**config.mk**
```make
export PLATFORM = sky130hd
export DESIGN_NAME = thermal_ramp_rate_cycler_core
export DESIGN_NICKNAME = d
export VERILOG_FILES = /design/src/trrc_pkg.sv /design/src/trrc_cfg_regs.sv /design/src/trrc_step.sv /design/src/thermal_ramp_rate_cycler_core.sv
export SDC_FILE = /design/constraint.sdc
export NUM_CORES = 2
export LEC_CHECK = 0
export BUFFER_PORTS_ARGS = -buffer_cell sky130_fd_sc_hd__buf_2
export CAP_MARGIN = 40
export CORE_ASPECT_RATIO = 1.4
export CORE_MARGIN = 2
export CORE_UTILIZATION = 60
export CTS_CLUSTER_SIZE = 20
export DETAILED_ROUTE_END_ITERATION = 8
export GPL_ROUTABILITY_DRIVEN = 0
export MAX_ROUTING_LAYER = met4
export PLACE_DENSITY = 0.86
export SYNTH_ARGS = -nofsm -noshare
export SYNTH_HDL_FRONTEND = slang
export SYNTH_HIERARCHICAL = 1
export SYNTH_SLANG_ARGS = --single-unit
```
**constraint.sdc**
```tcl
create_clock -name clk -period 11.7 [get_ports clk]
set_clock_uncertainty 0.05 [all_clocks]
set_input_delay 1.17 -clock clk [delete_from_list [all_inputs] [get_ports clk]]
set_output_delay 1.17 -clock clk [all_outputs]
set_load 0.02 [all_outputs]
```
**src/trrc_pkg.sv**
```systemverilog
// ----------------------------------------------------------------------------
// trrc_pkg
// Types, constants and helper functions of the thermal ramp-rate cycler.
// ----------------------------------------------------------------------------
package trrc_pkg;

  localparam int CFG_IDX_W  = 4;
  localparam int CFG_DATA_W = 16;
  localparam int TEMP_W     = 16;
  localparam int POWER_W    = 16;
  localparam int DISP_W     = 8;
  localparam int MS_W       = 16;
  localparam int FTC_W      = 10;
  localparam int TURN_W     = 15;

  localparam logic [16:0] RATE_SCALE = 17'd62500;

  localparam logic OP_TICK   = 1'b0;
  localparam logic OP_SAMPLE = 1'b1;

  typedef enum logic [CFG_IDX_W-1:0] {
    REG_UPPER_TURN   = 4'd0,
    REG_LOWER_TURN   = 4'd1,
    REG_RATE_LOW     = 4'd2,
    REG_RATE_HIGH    = 4'd3,
    REG_POWER_STEP   = 4'd4,
    REG_FAULT_STEP   = 4'd5,
    REG_TIMEOUT      = 4'd6,
    REG_FAULT_PERIOD = 4'd7
  } cfg_reg_t;

  localparam logic [TURN_W-1:0] RST_UPPER_TURN   = 15'd25600;
  localparam logic [TURN_W-1:0] RST_LOWER_TURN   = 15'd4800;
  localparam logic [15:0]       RST_RATE_LOW     = 16'd800;
  localparam logic [15:0]       RST_RATE_HIGH    = 16'd1200;
  localparam logic [15:0]       RST_POWER_STEP   = 16'd131;
  localparam logic [15:0]       RST_FAULT_STEP   = 16'd655;
  localparam logic [MS_W-1:0]   RST_TIMEOUT      = 16'd5000;
  localparam logic [FTC_W-1:0]  RST_FAULT_PERIOD = 10'd100;

  typedef struct packed {
    logic [TURN_W-1:0]  upper_turn;
    logic [TURN_W-1:0]  lower_turn;
    logic [15:0]        rate_low;
    logic [15:0]        rate_high;
    logic [15:0]        power_step;
    logic [15:0]        fault_step;
    logic [MS_W-1:0]    timeout;
    logic [FTC_W-1:0]   fault_period;
  } cfg_t;

  typedef struct packed {
    logic [POWER_W-1:0]       power;
    logic                     heating;
    logic                     have_ref;
    logic signed [TEMP_W-1:0] last_temp;
    logic [MS_W-1:0]          ms;
    logic                     fault;
    logic [FTC_W-1:0]         ftc;
  } state_t;

  function automatic logic [POWER_W-1:0] pwr_up(input logic [POWER_W-1:0] p,
                                                input logic [15:0] amt);
    logic [POWER_W:0] s;
    s = {1'b0, p} + {1'b0, amt};
    return s[POWER_W] ? {POWER_W{1'b1}} : s[POWER_W-1:0];
  endfunction

  function automatic logic [POWER_W-1:0] pwr_down(input logic [POWER_W-1:0] p,
                                                  input logic [15:0] amt);
    return (amt >= p) ? '0 : p - amt;
  endfunction

  // floor(p*255/65535) == floor(p/257) == (p - (p >> 8)) >> 8
  function automatic logic [DISP_W-1:0] disp_byte(input logic [POWER_W-1:0] p);
    logic [POWER_W-1:0] d;
    d = p - {8'd0, p[15:8]};
    return d[15:8];
  endfunction

endpackage

```
**src/trrc_cfg_regs.sv**
```systemverilog
// ----------------------------------------------------------------------------
// trrc_cfg_regs
// Configuration register file, written by index over the cfg channel.
// ----------------------------------------------------------------------------
module trrc_cfg_regs (
  input  logic                             clk,
  input  logic                             rst_n,
  input  logic                             wr_en,
  input  logic [trrc_pkg::CFG_IDX_W-1:0]   wr_index,
  input  logic [trrc_pkg::CFG_DATA_W-1:0]  wr_data,
  output trrc_pkg::cfg_t                   cfg
);
  import trrc_pkg::*;

  cfg_t cfg_r, cfg_nxt;

  always_comb begin
    cfg_nxt = cfg_r;
    if (wr_en) begin
      case (cfg_reg_t'(wr_index))
        REG_UPPER_TURN:   cfg_nxt.upper_turn   = wr_data[TURN_W-1:0];
        REG_LOWER_TURN:   cfg_nxt.lower_turn   = wr_data[TURN_W-1:0];
        REG_RATE_LOW:     cfg_nxt.rate_low     = wr_data;
        REG_RATE_HIGH:    cfg_nxt.rate_high    = wr_data;
        REG_POWER_STEP:   cfg_nxt.power_step   = wr_data;
        REG_FAULT_STEP:   cfg_nxt.fault_step   = wr_data;
        REG_TIMEOUT:      cfg_nxt.timeout      = wr_data;
        REG_FAULT_PERIOD: cfg_nxt.fault_period = wr_data[FTC_W-1:0];
        default:          cfg_nxt = cfg_r;
      endcase
    end
  end

  always_ff @(posedge clk) begin
    if (!rst_n) begin
      cfg_r.upper_turn   <= RST_UPPER_TURN;
      cfg_r.lower_turn   <= RST_LOWER_TURN;
      cfg_r.rate_low     <= RST_RATE_LOW;
      cfg_r.rate_high    <= RST_RATE_HIGH;
      cfg_r.power_step   <= RST_POWER_STEP;
      cfg_r.fault_step   <= RST_FAULT_STEP;
      cfg_r.timeout      <= RST_TIMEOUT;
      cfg_r.fault_period <= RST_FAULT_PERIOD;
    end else begin
      cfg_r <= cfg_nxt;
    end
  end

  assign cfg = cfg_r;

endmodule

```
**src/trrc_step.sv**
```systemverilog
// ----------------------------------------------------------------------------
// trrc_step
// Next-state logic for one tick or sample: rate compare, power update,
// phase turn, timeout and fault-period power decrement.
// ----------------------------------------------------------------------------
module trrc_step (
  input  trrc_pkg::cfg_t                   cfg,
  input  trrc_pkg::state_t                 st,
  input  logic                             opcode,
  input  logic signed [trrc_pkg::TEMP_W-1:0] temperature,
  output trrc_pkg::state_t                 st_nxt,
  output logic                             emit
);
  import trrc_pkg::*;

  logic [MS_W-1:0]   ms_inc;
  logic [FTC_W-1:0]  ftc_inc;
  logic signed [16:0] diff;
  logic signed [33:0] lhs;
  logic [31:0]        lo_u, hi_u;
  logic signed [33:0] lo_s, hi_s;
  logic signed [TEMP_W-1:0] upper_s, lower_s;

  assign ms_inc  = (st.ms == {MS_W{1'b1}}) ? st.ms : st.ms + 1'b1;
  assign ftc_inc = st.ftc + 1'b1;

  assign diff = {temperature[TEMP_W-1], temperature} - {st.last_temp[TEMP_W-1], st.last_temp};
  assign lhs  = 34'(diff) * $signed({17'd0, RATE_SCALE});
  assign lo_u = 32'(cfg.rate_low) * 32'(st.ms);
  assign hi_u = 32'(cfg.rate_high) * 32'(st.ms);
  assign lo_s = $signed({2'b00, lo_u});
  assign hi_s = $signed({2'b00, hi_u});

  assign upper_s = $signed({1'b0, cfg.upper_turn});
  assign lower_s = $signed({1'b0, cfg.lower_turn});

  always_comb begin
    st_nxt = st;
    emit   = 1'b0;
    if (opcode == OP_TICK) begin
      st_nxt.ms = ms_inc;
      if (!st.fault) begin
        if (ms_inc > cfg.timeout) begin
          st_nxt.fault = 1'b1;
          st_nxt.ftc   = '0;
          st_nxt.power = pwr_down(st.power, cfg.fault_step);
          emit         = 1'b1;
        end
      end else begin
        st_nxt.ftc = ftc_inc;
        if (ftc_inc >= cfg.fault_period) begin
          st_nxt.ftc   = '0;
          st_nxt.power = pwr_down(st.power, cfg.fault_step);
          emit         = 1'b1;
        end
      end
    end else if (!st.fault) begin
      st_nxt.ms = '0;
      if (st.have_ref) begin
        if (st.heating) begin
          if (lhs < lo_s) begin
            st_nxt.power = pwr_up(st.power, cfg.power_step);
          end else if (lhs > hi_s) begin
            st_nxt.power = pwr_down(st.power, cfg.power_step);
          end
        end else begin
          if (lhs > -lo_s) begin
            st_nxt.power = pwr_down(st.power, cfg.power_step);
          end else if (lhs < -hi_s) begin
            st_nxt.power = pwr_up(st.power, cfg.power_step);
          end
        end
      end
      st_nxt.have_ref  = 1'b1;
      st_nxt.last_temp = temperature;
      if (st.heating) begin
        if (temperature >= upper_s) st_nxt.heating = 1'b0;
      end else begin
        if (temperature <= lower_s) st_nxt.heating = 1'b1;
      end
      emit = 1'b1;
    end
  end

endmodule

```
**src/thermal_ramp_rate_cycler_core.sv**
```systemverilog
// ----------------------------------------------------------------------------
// thermal_ramp_rate_cycler_core
// Heater power controller that holds a temperature ramp rate between limits
// and cycles between an upper and a lower turn temperature.
// ----------------------------------------------------------------------------
// Usage:
//   in_*   : one transfer per item; opcode 0 is a millisecond tick, opcode 1
//            a temperature sample in 1/16 degree.
//   out_*  : power, display byte, phase and fault flag. Every sample outside
//            fault gives a result; a tick gives one only when the fault
//            latches or a fault period lowers the power.
//   cfg_*  : register writes by index, always ready; write only while idle.
// Timing:
//   An item waits in the input register, is processed by the combinational
//   step logic and lands in the output register that drives out_valid.
//   One item per cycle is accepted while the output is not stalled; the rate
//   is set by the step logic (two 16x16 products, one scaled rise, compares).
// Reset: power 0, heating phase, no reference, fault clear, registers at
//   their defaults.
// Stall: while out_ready is low the output holds, one more item may wait in
//   the input register, then in_ready drops.
// ----------------------------------------------------------------------------
module thermal_ramp_rate_cycler_core (
  input  logic                               clk,
  input  logic                               rst_n,
  input  logic                               in_valid,
  output logic                               in_ready,
  input  logic                               in_opcode,
  input  logic signed [trrc_pkg::TEMP_W-1:0] in_temperature,
  output logic                               out_valid,
  input  logic                               out_ready,
  output logic [trrc_pkg::POWER_W-1:0]       out_power,
  output logic [trrc_pkg::DISP_W-1:0]        out_display_byte,
  output logic                               out_heating,
  output logic                               out_fault,
  input  logic                               cfg_valid,
  output logic                               cfg_ready,
  input  logic [trrc_pkg::CFG_IDX_W-1:0]     cfg_index,
  input  logic [trrc_pkg::CFG_DATA_W-1:0]    cfg_data
);
  import trrc_pkg::*;

  cfg_t   cfg;
  state_t st_r, st_nxt;
  logic   emit;

  logic                     in_full_r, in_full_nxt;
  logic                     in_op_r;
  logic signed [TEMP_W-1:0] in_temp_r;
  logic                     out_valid_r, out_valid_nxt;
  logic [POWER_W-1:0]       out_power_r;
  logic [DISP_W-1:0]        out_disp_r;
  logic                     out_heating_r, out_fault_r;

  logic out_free, proc_go, in_xfer;

  assign cfg_ready = 1'b1;

  trrc_cfg_regs u_cfg (
    .clk      (clk),
    .rst_n    (rst_n),
    .wr_en    (cfg_valid),
    .wr_index (cfg_index),
    .wr_data  (cfg_data),
    .cfg      (cfg)
  );

  trrc_step u_step (
    .cfg         (cfg),
    .st          (st_r),
    .opcode      (in_op_r),
    .temperature (in_temp_r),
    .st_nxt      (st_nxt),
    .emit        (emit)
  );

  assign out_free = !out_valid_r || out_ready;
  assign proc_go  = in_full_r && out_free;
  assign in_ready = !in_full_r || proc_go;
  assign in_xfer  = in_valid && in_ready;

  always_comb begin
    in_full_nxt = in_full_r;
    if (in_xfer) begin
      in_full_nxt = 1'b1;
    end else if (proc_go) begin
      in_full_nxt = 1'b0;
    end
    out_valid_nxt = out_valid_r;
    if (proc_go) begin
      out_valid_nxt = emit;
    end else if (out_ready) begin
      out_valid_nxt = 1'b0;
    end
  end

  always_ff @(posedge clk) begin
    if (!rst_n) begin
      in_full_r        <= 1'b0;
      out_valid_r      <= 1'b0;
      st_r.power       <= '0;
      st_r.heating     <= 1'b1;
      st_r.have_ref    <= 1'b0;
      st_r.last_temp   <= '0;
      st_r.ms          <= '0;
      st_r.fault       <= 1'b0;
      st_r.ftc         <= '0;
    end else begin
      in_full_r   <= in_full_nxt;
      out_valid_r <= out_valid_nxt;
      if (proc_go) begin
        st_r <= st_nxt;
      end
    end
  end

  always_ff @(posedge clk) begin
    if (in_xfer) begin
      in_op_r   <= in_opcode;
      in_temp_r <= in_temperature;
    end
    if (proc_go && emit) begin
      out_power_r   <= st_nxt.power;
      out_disp_r    <= disp_byte(st_nxt.power);
      out_heating_r <= st_nxt.heating;
      out_fault_r   <= st_nxt.fault;
    end
  end

  assign out_valid        = out_valid_r;
  assign out_power        = out_power_r;
  assign out_display_byte = out_disp_r;
  assign out_heating      = out_heating_r;
  assign out_fault        = out_fault_r;

  a_fault_sticky: assert property (@(posedge clk) disable iff (!rst_n)
    st_r.fault |=> st_r.fault)
    else $error("fault flag cleared without reset");

  a_fault_power_falls: assert property (@(posedge clk) disable iff (!rst_n)
    st_r.fault |=> st_r.power <= $past(st_r.power))
    else $error("power rose while in fault");

  a_sample_clears_ms: assert property (@(posedge clk) disable iff (!rst_n)
    proc_go && in_op_r == OP_SAMPLE && !st_r.fault |=> st_r.ms == '0)
    else $error("sample did not clear elapsed time");

  a_stall_blocks_input: assert property (@(posedge clk) disable iff (!rst_n)
    in_full_r && out_valid_r && !out_ready |-> !in_ready)
    else $error("input accepted while both stages are blocked");

endmodule

```
[Yosys cells after proc, flatten, opt, wreduce, memory -nomap -nowiden]
Cells that the tools add are included.
Operators by class
  $add $sub $neg: 9
  multipliers: 3
  magnitude comparators: 10
  eq/ne operators: 9
  multiplexer cells: 34
  bitwise operators: 2
  reduce and logical (&&, ||, !) cells: 22
Operators by type and width (count)
  two-way mux 16 bit: 15
  negator 32 -> 34 bit: 2
  multiplier 16 x 16 -> 32 bit: 2
  two-way mux 50 bit: 1
  greater-or-equal comparator 16 bit: 3
  greater-than comparator 34 x 33 -> 1 bit: 1
  greater-than comparator 34 bit: 1
  < comparator 34 x 33 -> 1 bit: 1
  < comparator 34 bit: 1
  multiplier 17 x 15 -> 32 bit, second input constant: 1
  subtractor 16 bit: 2
  two-way mux 11 bit: 2
  two-way mux 10 bit: 2
  two-way mux 18 bit: 1
  AND reduction 2 bit: 9
  adder 16 x 16 -> 17 bit: 1
  subtractor 16 x 16 -> 17 bit: 1
  adder 16 x 1 -> 16 bit, second input constant: 1
  == test 16 bit, second input constant: 1
  == test 4 x 3 -> 1 bit, second input constant: 4
  greater-than comparator 16 bit: 1
  less-or-equal comparator 16 bit: 1
  subtractor 16 x 8 -> 16 bit: 1
  two-way mux 1 bit: 13
  12 further kinds: 21
Storage, ports and cells
  register bits: 226
  input port bits: 42
  output and inout bits: 29
  logic and storage cells: 112

[Depth between registers and ports, before layout]
  word-level depth: 10
  gate-level depth with buffers: 52
  gate-level depth less buffers: 51

[Cells and area by module]
Netlist, hierarchy kept.
By module, submodules not included
  trrc_step: instances 1, cells an instance 4092, area an instance 32572.5 µm², sequential area each 0.0 µm²
  trrc_cfg_regs: instances 1, cells an instance 455, area an instance 4515.6 µm², sequential area each 2402.3 µm²
  thermal_ramp_rate_cycler_core: instances 1, cells an instance 365, area an instance 3953.8 µm², sequential area each 2552.4 µm²

[Least setup slack after synthesis]
Ideal clock, no wire load.
  path kind: flip-flop to flip-flop
  from: register st_r[12] (netlist name)
  to: register out_disp_r[6], in the netlist out_display_byte[6] (data pin)
  library setup time: 260 ps
  arrival time: 10843 ps
  required time: 11390 ps
  slack: 547 ps
  stages on the path, launching flop included: 42
  buffers on the path: 4
  period minus slack after synthesis: 11153 ps
  cells stage by stage: dfxtp_1 -> clkbuf_1 -> clkbuf_1 -> nand2_1 -> fa_1 -> fa_1 -> fa_1 -> inv_1 -> fa_1 -> fa_1 -> inv_1 -> fa_1 -> inv_1 -> ha_1 -> a211o_1 -> o221ai_1 -> a31oi_1 -> nand2b_1 -> [6 not listed] -> nand3_1 -> xor2_1 -> ha_1 -> nand4_1 -> nor4_1 -> and2_1 -> a22oi_1 -> o211a_1 -> mux2i_1 -> a31o_2 -> buf_1 -> mux2i_1 -> a221oi_1 -> o22ai_1 -> or3_4 -> or4_4 -> or3_4 -> xnor2_2
RTL lines
  start, declared: line thermal_ramp_rate_cycler_core.sv:44  | state_t st_r, st_nxt;
  start signal, assigned: line thermal_ramp_rate_cycler_core.sv:112  | st_r <= st_nxt;
  end signal, assigned: line thermal_ramp_rate_cycler_core.sv:124  | out_disp_r <= disp_byte(st_nxt.power);
  end, declared: line thermal_ramp_rate_cycler_core.sv:52  | logic [DISP_W-1:0] out_disp_r;

==> flow_metrics.py <==
metrics = {
    "synthesis": {
        "synth_cell_types": 100,
        "syn_nets": 6006,
        "ys_seq_area_frac": 0.121,
        "synth_ff_type": "dfxtp_1",
        "synthesis.area_um2": 41000,
        "synth_edf_count": 43,
        "syn_avg_cell_area_um2": 8.36,
        "ys_ff_latch": 226,
        "syn_inst": 4912,
        "async_flop_share": 0,
        "ys_warn_count": 6,
    },
    "clocking": {
        "clk_path_buf_depth": 3,
        "cts-hold-fix-buffers": 0,
        "clockRootBuffer": "clkbuf_16",
        "clk_pin_slew_ns": 0.07,
        "cts.sinks": 226,
        "clk_latency_ns": 0.55,
        "cts_tree": "yes",
        "cts_buffers": 21,
        "cts_htree_levels": 1,
    },
    "worst_setup_path": {
        "worst_ep_arrival_time_ns": 11.79,
        "cp_max_fo": 7,
        "endpoint_kind": "flip-flop",
        "slowest_delay_ns": 0.62,
        "start_kind": "flip-flop",
        "critPathKind": "reg2reg",
        "crit_top_cell": "fa_1",
        "critPathSlowestCell": "or4_4",
        "crit_required_ns": 11.95,
    },
    "grt": {
        "grt_util_met3": 0.0748,
        "track_usage": 0.362,
        "grt_pass1_wl_um": 195000,
        "grt_max_degree": 120,
        "busiest_layer": "met2",
        "grtUsageMet1": 0.367,
        "grt_pass1_vias": 38274,
        "gr-usage-met2": 0.599,
        "antenna_found_initial": 2,
        "overflow": 0,
    },
    "drt": {
        "wl_per_cell_um": 21.1,
        "drt-initial-drc-count": 3405,
        "drc_errors": 0,
        "vias": 36718,
        "firstDrtPassIters": 7,
        "routed_via_density": 6.28,
        "antenna_left": 0,
        "wl_um": 123000,
    },
    "placement": {
        "dp_cells": 5782,
        "numPortBuffers": 69,
        "pre_cts_slack_ns": -0.100,
        "dp_hpwl_um": 96000,
    },
    "final_layout": {
        "drive_above_1_share": 0.0802,
        "nets": 6057,
        "stdcell_count": 5844,
        "syn2layout_area_growth_pct": 7.32,
        "n_fill_cell": 5116,
        "fin_util": 0.650,
    },
    "floorplanning": {
        "die_h_um": 313,
        "die_area_um2": 70500,
        "die_w_um": 225,
        "rows": 113,
        "core_um2": 67700,
        "boundaryPins": 71,
        "initial_utilization": 0.606,
    },
    "sta": {
        "finalHoldWorstSlack_ns": 0.411,
        "timing.fmax_mhz": 86.6,
        "tightest_slew_ns": 0.986,
        "slew_violations": 0,
        "hold_violations": 0,
        "timing.slew.headroom": 0.343,
        "finalCritPeriodShare": 0.987,
        "setup_viol": 0,
        "fin_ws_ns": 0.153,
        "period_minus_slack_ns": 11.55,
    },
    "flow_run": {
        "maxCapViolCount": 0,
    },
    "run_status": {
        "outcome": "finished clean",
    },
    "worst_hold_path": {
        "hold_path.class": "reg2reg",
    },
}
## cell usage after synthesis (36+ instances only)
cell type | instances | area [um2]
nand4_1 | 37 | 231
dfxtp_1 | 183 | 3660
nand2_1 | 693 | 2600
ha_1 | 586 | 7330
nor2_1 | 140 | 526
edfxtp_1 | 43 | 1290
a211oi_1 | 44 | 330
fa_1 | 466 | 9330
nand3_1 | 101 | 505
nor3_1 | 55 | 275
a21o_1 | 81 | 608
mux2i_1 | 102 | 1020
nand2b_1 | 41 | 257
clkbuf_1 | 169 | 634
xor2_1 | 54 | 473
a21boi_0 | 54 | 405
a21oi_1 | 160 | 801
xnor2_1 | 125 | 1090
inv_1 | 834 | 3130
o21ai_0 | 151 | 756
o211ai_1 | 46 | 345
and2_1 | 248 | 1550
o21a_1 | 36 | 270
## final cells by class
class / instances / area, um2 / share of cell area
clock inverter: 15 / 141 / 0.00321
tap: 862 / 1080 / 0.0245
sequential: 226 / 5000 / 0.113
antenna: 4 / 10.0 / 0.000227
clock buffer: 23 / 543 / 0.0123
inverter: 835 / 3130 / 0.0712
multi-input combinational: 3648 / 32500 / 0.737
timing repair buffer: 231 / 1660 / 0.0377
## critical path: cells and delay by family (launching register included)
kind	cells	cell delay, ns
flops	1	0.36
fa+ha+maj	8	3.76
simple gates	13	3.60
mux	2	0.33
buf+inv	9	1.13
compound gates	7	1.75
xor+xnor	2	0.31
## registers in the layout, indices dropped and copies added (netlist names)
| name | flops |
|---|---|
| out_fault | 1 |
| st_r | 61 |
| out_power | 16 |
| out_display_byte | 8 |
| in_full_r | 1 |
| in_temp_r | 16 |
| out_valid | 1 |
| in_op_r | 1 |
| out_heating | 1 |
| u_cfg/cfg | 120 |
## timing repair
| item | CTS | global route |
|---|---|---|
| setup buffers | 0 | 12 |
| pin swaps | 0 | 17 |
| gates resized for setup | 15 | 90 |
| setup endpoints to repair | 7 | 8 |
| gates cloned | 0 | 1 |
## final timing paths
path | depth (start not counted) | startpoint | endpoint | slack [ns]
max | 41 | u_cfg/cfg[80]$_SDFFE_PN0P_ | out_display_byte[6]$_DFFE_PP_ | 0.15
min reg2reg | 2 | u_cfg/cfg[100]$_SDFFE_PN0P_ | u_cfg/cfg[100]$_SDFFE_PN0P_ | 0.41
max reg2reg | 41 | u_cfg/cfg[80]$_SDFFE_PN0P_ | out_display_byte[6]$_DFFE_PP_ | 0.15
min | 2 | u_cfg/cfg[100]$_SDFFE_PN0P_ | u_cfg/cfg[100]$_SDFFE_PN0P_ | 0.41
## metrics by stage
| step | setup TNS, ns | area (um2) |
|---|---|---|
| after floorplan | 0 | 41000 |
| after global placement | 0 | 42700 |
| after detailed placement | -0.251 | 42800 |
| after CTS | 0 | 43500 |
| after global routing | -0.452 | 44000 |
| final | 0 | 44000 |
## logic make-up after synthesis
| group | synth area share |
|---|---|
| simple gates | 0.174 |
| fa+ha+maj | 0.406 |
| buf+inv | 0.0964 |
| compound gates | 0.139 |
| flops | 0.121 |
| xor+xnor | 0.0386 |
| mux | 0.0254 |
| other cells | 0.000183 |
## metal layers
| metal | share of wire | vias up |
|---|---|---|
| li1 | - | 16262 |
| met1 | 0.33 | 17536 |
| met2 | 0.48 | 2074 |
| met3 | 0.086 | 846 |
| met4 | 0.10 | 0 |
| met5 | 0 | - |
## cells in the final DEF (no fill, tap or decap), drive strengths merged, types with 81 or more instances in the layout
cell / n
dfxtp: 183
a21o: 81
fa: 466
xnor2: 126
ha: 586
nand2: 698
nand3: 102
inv: 838
o21ai: 169
a21oi: 160
buf: 229
nor2: 143
mux2i: 102
and2: 248
Power is left out: the tool's default activity adds up to more than one toggle a clock period on the data nets, which glitch-free logic cannot reach.
